### config.mk
export PLATFORM = sky130hd
export DESIGN_NAME = thermal_level_monitor_unit
export DESIGN_NICKNAME = d
export VERILOG_FILES = /design/src/rtl/tlm_pkg.sv /design/src/rtl/tlm_front.sv /design/src/rtl/tlm_queue.sv /design/src/rtl/tlm_back.sv /design/src/rtl/thermal_level_monitor_unit.sv
export SDC_FILE = /design/constraint.sdc
export NUM_CORES = 1
export LEC_CHECK = 0
export BUFFER_PORTS_ARGS = -buffer_cell sky130_fd_sc_hd__buf_2
export CAP_MARGIN = 20
export CORE_ASPECT_RATIO = 1.4
export CORE_MARGIN = 3
export CORE_UTILIZATION = 60
export CTS_CLUSTER_SIZE = 14
export DETAILED_ROUTE_END_ITERATION = 12
export PLACE_DENSITY = 0.81
export RECOVER_POWER = 50
export SYNTH_ARGS = -nofsm -noshare
export SYNTH_HDL_FRONTEND = slang
export SYNTH_SLANG_ARGS = --single-unit
### constraint.sdc
create_clock -name i_clk -period 4.9 [get_ports i_clk]
set_input_delay 0.49 -clock i_clk [delete_from_list [all_inputs] [get_ports i_clk]]
set_output_delay 0.49 -clock i_clk [all_outputs]
set_load 0.005 [all_outputs]
### src/rtl/tlm_pkg.sv
// ============================================================================
// tlm_pkg: shared types and constants of the thermal level monitor
// Beat structs, job record between front and back, codes and reset values.
// ============================================================================
`timescale 1ns / 1ps

package tlm_pkg;

    // config port geometry
    localparam int CFG_W     = 20;
    localparam int CFG_IDX_W = 3;

    // register indexes
    typedef enum logic [CFG_IDX_W-1:0] {
        REG_WARN  = 3'd0,
        REG_CRIT  = 3'd1,
        REG_HYST  = 3'd2,
        REG_PANIC = 3'd3,
        REG_GRACE = 3'd4
    } t_reg_idx;

    // register reset values
    localparam logic signed [11:0] WARN_RST  = 12'sd700;
    localparam logic signed [11:0] CRIT_RST  = 12'sd850;
    localparam logic        [8:0]  HYST_RST  = 9'd30;
    localparam logic signed [11:0] PANIC_RST = 12'sd1000;
    localparam logic        [19:0] GRACE_RST = 20'd10000;

    // fixed panic hysteresis, 3.0 degrees
    localparam logic signed [12:0] PANIC_HYST = 13'sd30;

    // input command codes
    localparam logic CMD_SAMPLE = 1'b0;
    localparam logic CMD_TICK   = 1'b1;

    // level codes
    localparam logic [1:0] LVL_NORMAL = 2'd0;
    localparam logic [1:0] LVL_WARN   = 2'd1;
    localparam logic [1:0] LVL_CRIT   = 2'd2;

    // result kinds
    localparam logic [2:0] KIND_UPDATE = 3'd0;
    localparam logic [2:0] KIND_WARN   = 3'd1;
    localparam logic [2:0] KIND_CRIT   = 3'd2;
    localparam logic [2:0] KIND_PANIC  = 3'd3;
    localparam logic [2:0] KIND_FAULT  = 3'd4;

    // input beat
    typedef struct packed {
        logic              cmd;
        logic signed [11:0] temp_tenths;
        logic              sample_valid;
    } t_cmd;

    // result beat
    typedef struct packed {
        logic [2:0]         event_kind;
        logic signed [11:0] event_temp;
        logic [1:0]         level;
        logic               panic_on;
        logic               sensor_ok;
        logic [31:0]        sample_count;
        logic               last;
    } t_res;

    // classified sample handed from front to back
    typedef struct packed {
        logic               fault;
        logic               lvl_evt;
        logic [1:0]         lvl_kind;
        logic               pnc_evt;
        logic signed [11:0] temp;
        logic [1:0]         level;
        logic               panic_on;
        logic               sensor_ok;
        logic [31:0]        count;
    } t_job;

    // back-end beat sequencer
    typedef enum logic [1:0] {
        BEAT_UPD,
        BEAT_LVL,
        BEAT_PNC
    } t_beat;

endpackage

### src/rtl/tlm_front.sv
// ============================================================================
// tlm_front: input side of the thermal level monitor
// Holds config and monitor state, takes ticks and samples, pushes one job
// per sample into the job queue.
// ============================================================================
`timescale 1ns / 1ps

module tlm_front
    import tlm_pkg::*;
(
    input  logic                 i_clk,
    input  logic                 i_rst_n,
    input  logic                 i_push,
    input  t_cmd                 i_item,
    output logic                 o_full,
    input  logic                 i_cfg_we,
    input  logic [CFG_IDX_W-1:0] i_cfg_idx,
    input  logic [CFG_W-1:0]     i_cfg_wdata,
    output logic                 o_job_push,
    output t_job                 o_job,
    input  logic                 i_job_full
);

    // config registers; grace length only reloads the countdown
    logic signed [11:0] r_warn, r_crit, r_panic;
    logic        [8:0]  r_hyst;

    // monitor state; health flag travels in each job
    logic [1:0]         r_level, n_level;
    logic               r_panic_on, n_panic_on;
    logic signed [11:0] r_last_temp;
    logic [31:0]        r_count, n_count;
    logic [19:0]        r_grace_left;

    logic               w_accept;
    logic               w_sample;
    logic               w_valid;
    logic signed [12:0] w_t;
    logic signed [12:0] w_warn_lo, w_crit_lo, w_panic_lo;
    logic               w_ge_warn, w_ge_crit, w_ge_panic;
    logic               w_pnc_evt;

    assign o_full   = i_job_full;
    assign w_accept = i_push && !i_job_full;
    assign w_sample = w_accept && (i_item.cmd == CMD_SAMPLE);
    assign w_valid  = i_item.sample_valid;

    // threshold compares, 13 bit signed so the lowered thresholds cannot wrap
    assign w_t        = {i_item.temp_tenths[11], i_item.temp_tenths};
    assign w_warn_lo  = {r_warn[11], r_warn} - $signed({4'b0, r_hyst});
    assign w_crit_lo  = {r_crit[11], r_crit} - $signed({4'b0, r_hyst});
    assign w_panic_lo = {r_panic[11], r_panic} - PANIC_HYST;
    assign w_ge_warn  = i_item.temp_tenths >= r_warn;
    assign w_ge_crit  = i_item.temp_tenths >= r_crit;
    assign w_ge_panic = i_item.temp_tenths >= r_panic;

    // level hysteresis
    always_comb begin
        n_level = r_level;
        unique case (r_level)
            LVL_NORMAL: begin
                if (w_ge_crit)      n_level = LVL_CRIT;
                else if (w_ge_warn) n_level = LVL_WARN;
            end
            LVL_WARN: begin
                if (w_ge_crit)              n_level = LVL_CRIT;
                else if (w_t < w_warn_lo)   n_level = LVL_NORMAL;
            end
            default: begin
                if (w_t < w_crit_lo) n_level = LVL_WARN;
            end
        endcase
    end

    // panic latch
    always_comb begin
        n_panic_on = r_panic_on;
        w_pnc_evt  = 1'b0;
        if (w_ge_panic && !r_panic_on) begin
            n_panic_on = 1'b1;
            w_pnc_evt  = 1'b1;
        end else if (r_panic_on && (w_t < w_panic_lo)) begin
            n_panic_on = 1'b0;
        end
    end

    assign n_count = r_count + 32'd1;

    // job record for the back end
    always_comb begin
        o_job_push = w_sample;
        o_job      = '0;
        if (w_valid) begin
            o_job.fault     = 1'b0;
            o_job.lvl_evt   = (n_level != r_level) && (r_grace_left == '0)
                              && (n_level != LVL_NORMAL);
            o_job.lvl_kind  = n_level;
            o_job.pnc_evt   = w_pnc_evt;
            o_job.temp      = i_item.temp_tenths;
            o_job.level     = n_level;
            o_job.panic_on  = n_panic_on;
            o_job.sensor_ok = 1'b1;
            o_job.count     = n_count;
        end else begin
            o_job.fault     = 1'b1;
            o_job.temp      = r_last_temp;
            o_job.level     = r_level;
            o_job.panic_on  = r_panic_on;
            o_job.sensor_ok = 1'b0;
            o_job.count     = r_count;
        end
    end

    // config and state registers
    always_ff @(posedge i_clk) begin
        if (!i_rst_n) begin
            r_warn       <= WARN_RST;
            r_crit       <= CRIT_RST;
            r_hyst       <= HYST_RST;
            r_panic      <= PANIC_RST;
            r_level      <= LVL_NORMAL;
            r_panic_on   <= 1'b0;
            r_last_temp  <= '0;
            r_count      <= '0;
            r_grace_left <= GRACE_RST;
        end else begin
            if (i_cfg_we) begin
                case (i_cfg_idx)
                    REG_WARN:  r_warn  <= i_cfg_wdata[11:0];
                    REG_CRIT:  r_crit  <= i_cfg_wdata[11:0];
                    REG_HYST:  r_hyst  <= i_cfg_wdata[8:0];
                    REG_PANIC: r_panic <= i_cfg_wdata[11:0];
                    REG_GRACE: begin
                        r_grace_left <= i_cfg_wdata[19:0];
                    end
                    default: ;
                endcase
            end
            if (w_accept && (i_item.cmd == CMD_TICK) && (r_grace_left != '0)
                && !(i_cfg_we && (i_cfg_idx == REG_GRACE))) begin
                r_grace_left <= r_grace_left - 20'd1;
            end
            if (w_sample && w_valid) begin
                r_level     <= n_level;
                r_panic_on  <= n_panic_on;
                r_last_temp <= i_item.temp_tenths;
                r_count     <= n_count;
            end
        end
    end

endmodule

### src/rtl/tlm_queue.sv
// ============================================================================
// tlm_queue: job queue between front and back
// Small circular buffer of classified samples; head is shown while valid.
// ============================================================================
`timescale 1ns / 1ps

module tlm_queue
    import tlm_pkg::*;
#(
    parameter int DEPTH = 4
) (
    input  logic i_clk,
    input  logic i_rst_n,
    input  logic i_push,
    input  t_job i_job,
    output logic o_full,
    output logic o_valid,
    output t_job o_job,
    input  logic i_pop
);

    localparam int PTR_W = (DEPTH > 1) ? $clog2(DEPTH) : 1;
    localparam int CNT_W = $clog2(DEPTH + 1);

    t_job             r_mem [DEPTH];
    logic [PTR_W-1:0] r_wp, r_rp;
    logic [CNT_W-1:0] r_cnt;
    logic             w_push, w_pop;

    assign o_full  = (r_cnt == CNT_W'(DEPTH));
    assign o_valid = (r_cnt != '0);
    assign o_job   = r_mem[r_rp];
    assign w_push  = i_push && !o_full;
    assign w_pop   = i_pop && o_valid;

    // storage
    always_ff @(posedge i_clk) begin
        if (w_push) begin
            r_mem[r_wp] <= i_job;
        end
    end

    // pointers and fill count
    always_ff @(posedge i_clk) begin
        if (!i_rst_n) begin
            r_wp  <= '0;
            r_rp  <= '0;
            r_cnt <= '0;
        end else begin
            if (w_push) begin
                r_wp <= (r_wp == PTR_W'(DEPTH - 1)) ? '0 : r_wp + 1'b1;
            end
            if (w_pop) begin
                r_rp <= (r_rp == PTR_W'(DEPTH - 1)) ? '0 : r_rp + 1'b1;
            end
            if (w_push && !w_pop) begin
                r_cnt <= r_cnt + 1'b1;
            end else if (w_pop && !w_push) begin
                r_cnt <= r_cnt - 1'b1;
            end
        end
    end

endmodule

### src/rtl/tlm_back.sv
// ============================================================================
// tlm_back: result side of the thermal level monitor
// Expands each job into one to three result beats into an output register.
// ============================================================================
`timescale 1ns / 1ps

module tlm_back
    import tlm_pkg::*;
(
    input  logic i_clk,
    input  logic i_rst_n,
    input  logic i_job_valid,
    input  t_job i_job,
    output logic o_job_pop,
    output logic o_empty,
    output t_res o_res,
    input  logic i_pop
);

    t_beat r_beat, n_beat;
    t_res  r_res, w_res;
    logic  r_out_valid;
    logic  w_load;

    assign o_empty = !r_out_valid;
    assign o_res   = r_res;
    assign w_load  = i_job_valid && (!r_out_valid || i_pop);

    // beat contents for the current sequencer step
    always_comb begin
        w_res              = '0;
        w_res.event_temp   = i_job.temp;
        w_res.level        = i_job.level;
        w_res.panic_on     = i_job.panic_on;
        w_res.sensor_ok    = i_job.sensor_ok;
        w_res.sample_count = i_job.count;
        if (i_job.fault) begin
            w_res.event_kind = KIND_FAULT;
            w_res.last       = 1'b1;
        end else begin
            unique case (r_beat)
                BEAT_UPD: begin
                    w_res.event_kind = KIND_UPDATE;
                    w_res.last       = !i_job.lvl_evt && !i_job.pnc_evt;
                end
                BEAT_LVL: begin
                    w_res.event_kind = (i_job.lvl_kind == LVL_CRIT) ? KIND_CRIT
                                                                   : KIND_WARN;
                    w_res.last       = !i_job.pnc_evt;
                end
                default: begin
                    w_res.event_kind = KIND_PANIC;
                    w_res.last       = 1'b1;
                end
            endcase
        end
    end

    // sequencer next state
    always_comb begin
        n_beat = r_beat;
        if (w_load) begin
            if (w_res.last) begin
                n_beat = BEAT_UPD;
            end else begin
                unique case (r_beat)
                    BEAT_UPD: n_beat = i_job.lvl_evt ? BEAT_LVL : BEAT_PNC;
                    default:  n_beat = BEAT_PNC;
                endcase
            end
        end
    end

    // job retires with its last beat
    always_comb begin
        o_job_pop = w_load && w_res.last;
    end

    always_ff @(posedge i_clk) begin
        if (!i_rst_n) begin
            r_beat      <= BEAT_UPD;
            r_out_valid <= 1'b0;
        end else begin
            r_beat <= n_beat;
            if (w_load) begin
                r_out_valid <= 1'b1;
            end else if (i_pop) begin
                r_out_valid <= 1'b0;
            end
        end
    end

    // output register payload
    always_ff @(posedge i_clk) begin
        if (w_load) begin
            r_res <= w_res;
        end
    end

endmodule

### src/rtl/thermal_level_monitor_unit.sv
// ============================================================================
// thermal_level_monitor_unit: threshold monitor with hysteresis and panic latch
// Throughput: one item per cycle in while the job queue has room; one result
// beat per cycle out while popped (1-3 per sample, set by the back-end
// sequencer). The queue absorbs bursts; beats load an output register.
// Reset: synchronous; clears state, loads register defaults and grace window.
// ============================================================================
`timescale 1ns / 1ps

module thermal_level_monitor_unit
    import tlm_pkg::*;
#(
    parameter int QUEUE_DEPTH = 4
) (
    input  logic                 i_clk,
    input  logic                 i_rst_n,
    input  logic                 i_push,
    input  t_cmd                 i_item,
    output logic                 o_full,
    output logic                 o_empty,
    output t_res                 o_res,
    input  logic                 i_pop,
    input  logic                 i_cfg_we,
    input  logic [CFG_IDX_W-1:0] i_cfg_idx,
    input  logic [CFG_W-1:0]     i_cfg_wdata
);

    logic w_job_push, w_job_full, w_job_valid, w_job_pop;
    t_job w_job_in, w_job_out;

    // sample classification and monitor state
    tlm_front u_front (
        .i_clk       (i_clk),
        .i_rst_n     (i_rst_n),
        .i_push      (i_push),
        .i_item      (i_item),
        .o_full      (o_full),
        .i_cfg_we    (i_cfg_we),
        .i_cfg_idx   (i_cfg_idx),
        .i_cfg_wdata (i_cfg_wdata),
        .o_job_push  (w_job_push),
        .o_job       (w_job_in),
        .i_job_full  (w_job_full)
    );

    // decoupling queue
    tlm_queue #(
        .DEPTH (QUEUE_DEPTH)
    ) u_queue (
        .i_clk   (i_clk),
        .i_rst_n (i_rst_n),
        .i_push  (w_job_push),
        .i_job   (w_job_in),
        .o_full  (w_job_full),
        .o_valid (w_job_valid),
        .o_job   (w_job_out),
        .i_pop   (w_job_pop)
    );

    // result beat expansion
    tlm_back u_back (
        .i_clk       (i_clk),
        .i_rst_n     (i_rst_n),
        .i_job_valid (w_job_valid),
        .i_job       (w_job_out),
        .o_job_pop   (w_job_pop),
        .o_empty     (o_empty),
        .o_res       (o_res),
        .i_pop       (i_pop)
    );

endmodule

==> impl_metrics.tcl, run 1 <==
set metrics [dict create \
    status "complete, but fails checks" \
    violations "max-capacitance violations, max-slew violations" \
    layout_commonest_cell "edfxtp_1" \
    tightest_slew_ns 3.40 \
    syn2layout_area_growth_pct 10.8 \
    use_met3 0.0299 \
    dp_cells 1840 \
    design.core.area_um2 29300 \
    grt_pass1_wl_um 60000 \
    fin_crit_sh 0.841 \
    p_leak_uw 0.00722 \
    clock_sinks 388 \
    antenna_found_initial 0 \
    synth_edf_count 264 \
    met2_usage 0.438 \
    num_antenna_cells 0 \
    cellPowerDensity_nw_per_um2 425 \
    first_pass_iters 5 \
    synth-seq-area-share 0.583 \
    gp_congestion 0.893 \
    cts_root_buffer "clkbuf_16" \
    synth.net_count 1550 \
    grt_use_met1 0.285 \
    final_nets 1644 \
    ys_ff_latch 388 \
    grt_usage 0.240 \
    grt_start_max_net_pins 88 \
    die_w_um 152 \
    dieArea_um2 31900 \
    dp_hpwl_um 25100 \
    grt_pass1_vias 11700 \
    async_reset_ff_frac 0 \
    final_cell_mix "edfxtp_1, nand2_1, dfxtp_1" \
    final-setup-viol-count 0 \
    min_path_type "primary input to register" \
    cp_max_fo 5 \
    synthCells 1405 \
    wire_per_inst_um 19.5 \
    maxCapViolCount 5 \
    vdd_drop_max_mv 0.254 \
    ant_nets 0 \
    num_vias 11300 \
    post_layout_nonfiller_instances 1907 \
    min_period_ns 4.12 \
    grt_setup_unrepaired "false" \
    drt_iter0_drc 659 \
    drt-vias-per-instance 5.92 \
    cts_buffers 36 \
    clockBufferDepth 3 \
    start_util 0.610 \
    ioPinCount 96 \
    critPathKind "register to register" \
    worstPathRequired_ns 5.15 \
    rows 74 \
    startpoint_type "register" \
    tns_ns 0 \
    ys_warn_count 0 \
    overflow 0 \
    arrival_ns 4.37 \
    post_cts_buffers 0 \
    cts_tree "built" \
    grt-busiest-layer "met2" \
    ys_types 63 \
    slew_headroom -1.27 \
    dominantRegCellSynth "edfxtp_1" \
    syn_area_per_cell_um2 12.7 \
    wirelength_um 37100 \
    fmax_mhz 243 \
    skew_ns 0.0110 \
    slew_violations 234 \
    endpoint_kind "register" \
    cts_resized 0 \
    io_buffers 95 \
    worstSkewPairLatency_ns 0.52 \
    postCtsHoldBufs 0 \
    syn-cell-area_um2 17800 \
    post-route-util 0.676 \
    drive_gt1_frac 0.119 \
    h-tree-depth 2 \
    drc_errors 0 \
    timing.hold.ws_ns 0.247 \
    clkSlewWorstSetupHoldPaths_ns 0.06 \
    finalHoldViolCount 0 \
    dieHeight_um 210 \
]
[final timing paths]
path | start | endpoint | slack [ns] | cells past startpoint
min reg2reg | u_front.r_hyst[7] | u_front.r_hyst[7] | 0.47 | 2
max reg2reg | u_front.r_hyst[0] | u_queue.r_mem[2][35] | 0.78 | 18
max | u_front.r_hyst[0] | u_queue.r_mem[2][35] | 0.78 | 18
min | i_cfg_wdata[13] | u_front.r_grace_left[13] | 0.25 | 3
[Yosys cell counts (3+ instances only)]
cell type / count / area share
a211oi_1: 4 / 0.0017
a21boi_0: 49 / 0.021
a21o_1: 13 / 0.0055
a21oi_1: 49 / 0.014
a31oi_1: 6 / 0.0021
and2_1: 33 / 0.012
and3_1: 15 / 0.0053
and4_1: 8 / 0.0039
buf_1: 7 / 0.0015
clkbuf_1: 40 / 0.0084
dfxtp_1: 124 / 0.14
edfxtp_1: 264 / 0.44
fa_1: 3 / 0.0034
ha_1: 100 / 0.070
inv_1: 71 / 0.015
mux2_2: 15 / 0.0095
mux2i_1: 6 / 0.0034
mux4_2: 50 / 0.063
nand2_1: 160 / 0.034
nand2b_1: 7 / 0.0025
nand3_1: 21 / 0.0059
nand4_1: 18 / 0.0063
nor2_1: 59 / 0.012
nor2b_1: 15 / 0.0053
nor3_1: 23 / 0.0065
nor4_1: 5 / 0.0018
nor4b_1: 3 / 0.0015
o211ai_1: 28 / 0.012
o21a_1: 3 / 0.0013
o21ai_0: 48 / 0.013
or2_2: 4 / 0.0014
or3_1: 12 / 0.0042
xnor2_1: 69 / 0.034
xor2_1: 34 / 0.017
[flip-flops by register name, indices dropped and copies added (netlist names), 3 cells and up, named ones only]
| signal | cells |
|---|---|
| u_back.o_res | 52 |
| u_front.r_count | 32 |
| u_front.r_crit | 12 |
| u_front.r_grace_left | 20 |
| u_front.r_hyst | 9 |
| u_front.r_last_temp | 12 |
| u_front.r_panic | 12 |
| u_front.r_warn | 12 |
| u_queue.r_cnt | 3 |
| u_queue.r_mem | 212 |
[critical path: stages (launching register included)]
cell and delay, ns:
dfxtp_1 0.37, ha_1 0.18, inv_1 0.06, fa_1 0.41, a21o_1 0.20, a21o_1 0.20
a21oi_1 0.21, o21ai_0 0.12, a21oi_1 0.23, o211ai_1 0.15, o21a_1 0.20, ha_1 0.31
nor3b_1 0.16, o21ai_0 0.13, a211oi_1 0.17, o21ai_0 0.17, a22oi_1 0.25, nor2_1 0.12
a21o_1 0.22
[cell families (layout without fill, tap and decap cells)]
group                    Yosys count  count (layout)  share of synthesized area
flip-flops                       388             388                      0.583
XOR/XNOR                         103             103                     0.0506
buffers and inverters            121             243                     0.0256
AND/OR/NAND/NOR                  396             396                      0.110
AO/OA/AOI/OAI                    223             223                     0.0815
adder cells (fa/ha/maj)          103             103                     0.0735
multiplexers                      71              71                     0.0759
[through the flow]
step | setup WS (ns) | total power (uW) | area (um^2)
6_report | 0.781 | 8400 | 19800
5_1_grt | 0.410 | 8800 | 19800
4_1_cts | 0.815 | 8500 | 19800
3_5_place_dp | 0.852 | 5860 | 18700
3_3_place_gp | 0.906 | 5790 | 18700
2_1_floorplan | 1.22 | 5250 | 17800
[report_power, final]
part / switching [uW] / total [uW] / internal, uW
registers: 236 / 4260 / 4030
logic: 803 / 1480 / 681
clock network: 1140 / 2650 / 1510
total: 2180 / 8400 / 6210
[metal layers]
metal	wire [um]	vias up
met5	0	-
met3	1730	81
met4	1260	0
li1	-	5349
met1	14300	5562
met2	19900	306
[cell type report]
| type | instances | area (um^2) |
|---|---|---|
| clock inverter | 9 | 80.1 |
| timing repair buffer | 105 | 515 |
| clock buffer | 57 | 1030 |
| multi-input combinational | 896 | 6990 |
| sequential | 388 | 10400 |
| inverter | 72 | 270 |
| tap | 380 | 475 |
| fill | 2165 | 9480 |
No activity file was read; power rests on OpenSTA's default activity.
==> inputs of run 2 (changes only) <==
clock period = 4.13 ns   (was 4.9 ns; I/O delays follow)
==> impl_metrics.tcl, run 2 (synthesis gave the netlist of run 1 again) <==
set metrics [dict create \
    status "complete, but fails checks" \
    violations "max-capacitance violations, max-slew violations" \
    cts_buffers 36 \
    rr_endpoint "u_queue.r_mem[1][35]" \
    r2r_cells 19 \
    p_leak_uw 0.00722 \
    cp-startpoint "u_front.r_crit[0]" \
    drt_iter0_drc 481 \
    final_nets 1646 \
    worstHoldStart "i_cfg_wdata[13]" \
    vdd_drop_max_mv 0.317 \
    die_w_um 152 \
    largest_register_ffs 212 \
    ant_nets 0 \
    clkSlewWorstSetupHoldPaths_ns 0.07 \
    cp_max_fo 5 \
    ioPinCount 96 \
    rrSetupSlack_ns 0.17 \
    io_buffers 95 \
    arrival_ns 4.21 \
    finalHoldViolCount 0 \
    final-setup-viol-count 0 \
    slew_headroom -0.439 \
    gp_congestion 0.927 \
    grt_usage 0.236 \
    cellPowerDensity_nw_per_um2 500 \
    grt_pass1_vias 11500 \
    dp_hpwl_um 24100 \
    min_path_type "primary input to register" \
    first_pass_iters 5 \
    timing.hold.ws_ns 0.164 \
    start_util 0.610 \
    h-tree-depth 2 \
    cts_resized 0 \
    wirelength_um 36900 \
    worstPathCellList "inv_1 -> ha_1 -> inv_1 -> fa_2 -> a21o_1 -> a21o_1 -> a21oi_2 -> o21ai_0 -> a21oi_1 -> o211ai_1 -> o21a_1 -> ha_4 -> nor3b_4 -> o21ai_2 -> a211oi_2 -> o21ai_1 -> a22oi_2 -> nor2_4 -> a21o_1" \
    dieArea_um2 31900 \
    m1WireLength_um 14500 \
    tightest_slew_ns 2.16 \
    post_layout_nonfiller_instances 1907 \
    grt_start_max_net_pins 124 \
    crit_top_cell "a21o_1" \
    min_period_ns 3.96 \
    wire_per_inst_um 19.3 \
    clock_sinks 388 \
    drc_errors 0 \
    dp_cells 1840 \
    skew_ns 0.0132 \
    drt-vias-per-instance 5.95 \
    postCtsHoldBufs 0 \
    post_cts_buffers 0 \
    endpoint "u_queue.r_mem[1][35]" \
    final_cell_mix "edfxtp_1, nand2_1, dfxtp_1" \
    drive_gt1_frac 0.128 \
    slew_violations 123 \
    r2r_start "u_front.r_crit[0]" \
    grt_pass1_wl_um 59100 \
    num_antenna_cells 0 \
    fmax_mhz 253 \
    layout_commonest_cell "edfxtp_1" \
    rows 74 \
    syn2layout_area_growth_pct 11.0 \
    dieHeight_um 210 \
    overflow 0 \
    endpoint_kind "register" \
    startpoint_type "register" \
    clockBufferDepth 3 \
    wl_met2_um 19300 \
    routed.top_layer "met4" \
    design.core.area_um2 29300 \
    slowest_delay_ns 0.35 \
    worstPathRequired_ns 4.39 \
    maxCapViolCount 3 \
    crit_slowest_cell "fa_2" \
    antenna_found_initial 0 \
    cts_tree "built" \
    fin_crit_sh 0.958 \
    worstSkewPairLatency_ns 0.52 \
    finalPower_uw 9890 \
    num_vias 11300 \
    critPathKind "register to register" \
    cts_root_buffer "clkbuf_16" \
    wl_met3_um 1730 \
    top_register "u_queue.r_mem" \
]
run 2: stage by stage:
step | setup TNS (ns) | worst slack [ns] | util | cell area (um^2)
finish | 0 | 0.174 | 0.677 | 19800
global route | -0.331 | -0.0833 | 0.677 | 19800
CTS | 0 | 0.0573 | 0.676 | 19800
detailed placement | 0 | 0.0898 | 0.639 | 18700
global placement | 0 | 0.210 | 0.639 | 18700
floorplan | 0 | 0.455 | - | 17800
run 2: how the worst min path moves through the flow:
stage	end	slack, ns	cells after the start
2_1_floorplan	u_front.r_last_temp[10]	0.44	2
3_3_place_gp	u_front.r_last_temp[2]	0.45	2
3_5_place_dp	u_front.r_last_temp[0]	0.46	2
4_1_cts	u_front.r_grace_left[13]	0.15	3
5_1_grt	u_front.r_grace_left[13]	0.15	3
6_report	u_front.r_grace_left[13]	0.16	3
run 2: cell type report:
| type | instances | area, um^2 |
|---|---|---|
| clock buffer | 51 | 988 |
| clock inverter | 13 | 87.6 |
| fill | 2100 | 9460 |
| inverter | 72 | 270 |
| multi-input combinational | 896 | 7060 |
| sequential | 388 | 10400 |
| tap | 380 | 475 |
| timing repair buffer | 107 | 512 |
run 2: where the power goes:
part	internal (uW)	switching, uW
clock network	1730	1340
logic	813	1040
registers	4760	216
run 2: metal layers:
metal / up-vias / GRT usage
met4: 0 / 0.0977
met2: 318 / 0.421
met1: 5597 / 0.284
met5: - / 0
li1: 5347 / -
met3: 84 / 0.0331
run 2: worst max-delay path, delay by kind of cell, from the launching register on:
family,cells,cell delay [ns]
AOI/OAI and AO/OA,12,2.23
adders and majority gates,3,0.78
DFF,1,0.33
and+or+nand+nor,2,0.26
buffers and inverters,2,0.12
==> inputs of run 3 (changes only) <==
ABC_AREA = 1   (was not set)
==> impl_metrics.tcl, run 3 <==
set metrics [dict create \
    power.switching_uw 3290 \
    nFillCells 2283 \
    ioPinCount 96 \
    tns_ns 0 \
    dieArea_um2 33200 \
    first_pass_iters 5 \
    post-route-util 0.679 \
    async_reset_ff_frac 0 \
    clkSlewWorstSetupHoldPaths_ns 0.07 \
    worstSkewPairLatency_ns 0.53 \
    power_frac_clock 0.291 \
    largest_register_ffs 212 \
    io_buffers 95 \
    die_w_um 155 \
    ant_nets 0 \
    syn-cell-area_um2 18600 \
    fin_crit_sh 0.891 \
    h-tree-depth 2 \
    num_vias 13900 \
    crit_top_cell "nand2_1" \
    min_path_type "primary input to register" \
    synth.net_count 2075 \
    antenna_found_initial 2 \
    p_leak_uw 0.00832 \
    crit_slowest_cell "ha_1" \
    status "complete, but fails checks" \
    synth_top_area_frac 0.426 \
    drt-vias-per-instance 5.73 \
    p_comb_frac 0.229 \
    cellPowerDensity_nw_per_um2 519 \
    clock_sinks 388 \
    ys_types 52 \
    endpoint_kind "register" \
    swShare 0.309 \
    top_register "u_queue.r_mem" \
    slew_headroom -0.439 \
    min_period_ns 3.68 \
    wirelength_um 41400 \
    grt_pass1_wl_um 66700 \
    slowest_delay_ns 0.36 \
    layout_commonest_cell "edfxtp_1" \
    cts_buffers 37 \
    synth-seq-area-share 0.560 \
    cp_max_fo 4 \
    finalPower_uw 10600 \
    maxCapViolCount 7 \
    ys_top_cells_by_area "edfxtp_1, dfxtp_1, ha_1" \
    grt_usage 0.246 \
    tightest_slew_ns 2.16 \
    syn_area_per_cell_um2 9.63 \
    rows 75 \
    post_layout_nonfiller_instances 2425 \
    dp_hpwl_um 27600 \
    cts_root_buffer "clkbuf_16" \
    dp_cells 2356 \
    ys_warn_count 0 \
    rrSetupSlack_ns 0.45 \
    dominantRegCellSynth "edfxtp_1" \
    vdd_drop_max_mv 0.343 \
    drc_errors 0 \
    arrival_ns 4.02 \
    drt_iter0_drc 941 \
    postCtsHoldBufs 0 \
    critPathKind "register to register" \
    finalHoldViolCount 0 \
    design.core.area_um2 30200 \
    grt_setup_unrepaired "false" \
    grt_pass1_vias 13900 \
    fmax_mhz 272 \
    overflow 0 \
    synth.largest_area_cell "edfxtp_1" \
    cts_tree "built" \
    setup_ws_ns 0.449 \
    synthCells 1930 \
    p_int_uw 7350 \
    worstPathRequired_ns 4.47 \
    startpoint_type "register" \
    ys_ff_latch 388 \
    skew_ns 0.0166 \
    clockBufferDepth 3 \
    gp_congestion 0.887 \
    violations "max-capacitance violations, max-slew violations" \
    wire_per_inst_um 17.1 \
    synth_edf_count 264 \
    slew_violations 245 \
    dp_slack_ns 0.402 \
    syn2layout_area_growth_pct 10.3 \
    yosysMostFrequentCell "edfxtp_1" \
    drive_gt1_frac 0.0790 \
    dieHeight_um 214 \
    final_cell_mix "edfxtp_1, nand2_1, inv_1" \
    seq_power_share 0.479 \
    post_cts_buffers 0 \
    grt_start_max_net_pins 86 \
    final-setup-viol-count 0 \
    final_nets 2155 \
    start_util 0.615 \
    synth_top_cells_by_count "edfxtp_1, nand2_1, inv_1, o21ai_0, nor2_1" \
]
## run 3: timing repair
action | 4_1_cts | 5_1_grt
hold endpoints to repair | 0 | 0
setup endpoints to repair | 0 | 4
resized for setup | 0 | 1
## run 3: kinds of logic (layout without fill, tap and decap cells)
logic type,after synthesis,after routing,share of synthesized area
adder cells (fa/ha/maj),103,103,0.0705
AO/OA/AOI/OAI,489,489,0.145
AND/OR/NAND/NOR,572,572,0.130
flip-flops,388,388,0.560
other,0,2,0
XOR/XNOR,64,64,0.0302
buffers and inverters,314,422,0.0643
## run 3: area by class of cell
type                            count  area, um^2  share of cell area
Clock buffer                       51         988              0.0482
Timing Repair Buffer              117         648              0.0316
Clock inverter                     16        96.3             0.00470
Tap cell                          385         482              0.0235
Inverter                          238         893              0.0436
Sequential cell                   388       10400               0.508
Antenna cell                        2        5.00            0.000244
Multi-Input combinational cell   1228        6980               0.341
## run 3: through the flow
step / hold slack (ns) / instance area, um^2
floorplan: 0.424 / 18600
global placement: 0.433 / 19500
detailed placement: 0.442 / 19500
CTS: 0.0993 / 20600
global route: 0.140 / 20500
finish: 0.117 / 20500
## run 3: worst paths after layout
check                              start                        to  depth (start not counted)
hold reg to reg   u_front.r_last_temp[5]    u_front.r_last_temp[5]                          2
hold / removal           i_cfg_wdata[13]  u_front.r_grace_left[13]                          3
setup reg to reg       u_front.r_hyst[2]      u_queue.r_mem[3][51]                         25
setup / recovery       u_front.r_hyst[2]      u_queue.r_mem[3][51]                         25
## run 3: critical path, delay by kind of cell, from the launching register on
kind                       cells  cell delay, ns
xor gates and xnor gates       1            0.15
adders and majority gates      2            0.63
buffers and inverters          3            0.17
DFF                            1            0.30
and+or+nand+nor               15            1.40
AOI/OAI and AO/OA              4            0.84
## run 3: power by group through the flow
stage	combinational (uW)	clock, uW	sequential, uW
global route	2750	3300	5150
detailed placement	2470	0	5160
floorplan	1550	0	5160
global placement	2350	0	5140
CTS	2480	3140	5080
finish	2440	3100	5100
## run 3: layer usage
layer | vias up | part of all wire | GRT usage
met5 | - | 0 | 0
li1 | 6798 | - | -
met2 | 413 | 0.53 | 0.452
met1 | 6581 | 0.38 | 0.278
met3 | 107 | 0.050 | 0.0351
met4 | 0 | 0.041 | 0.117
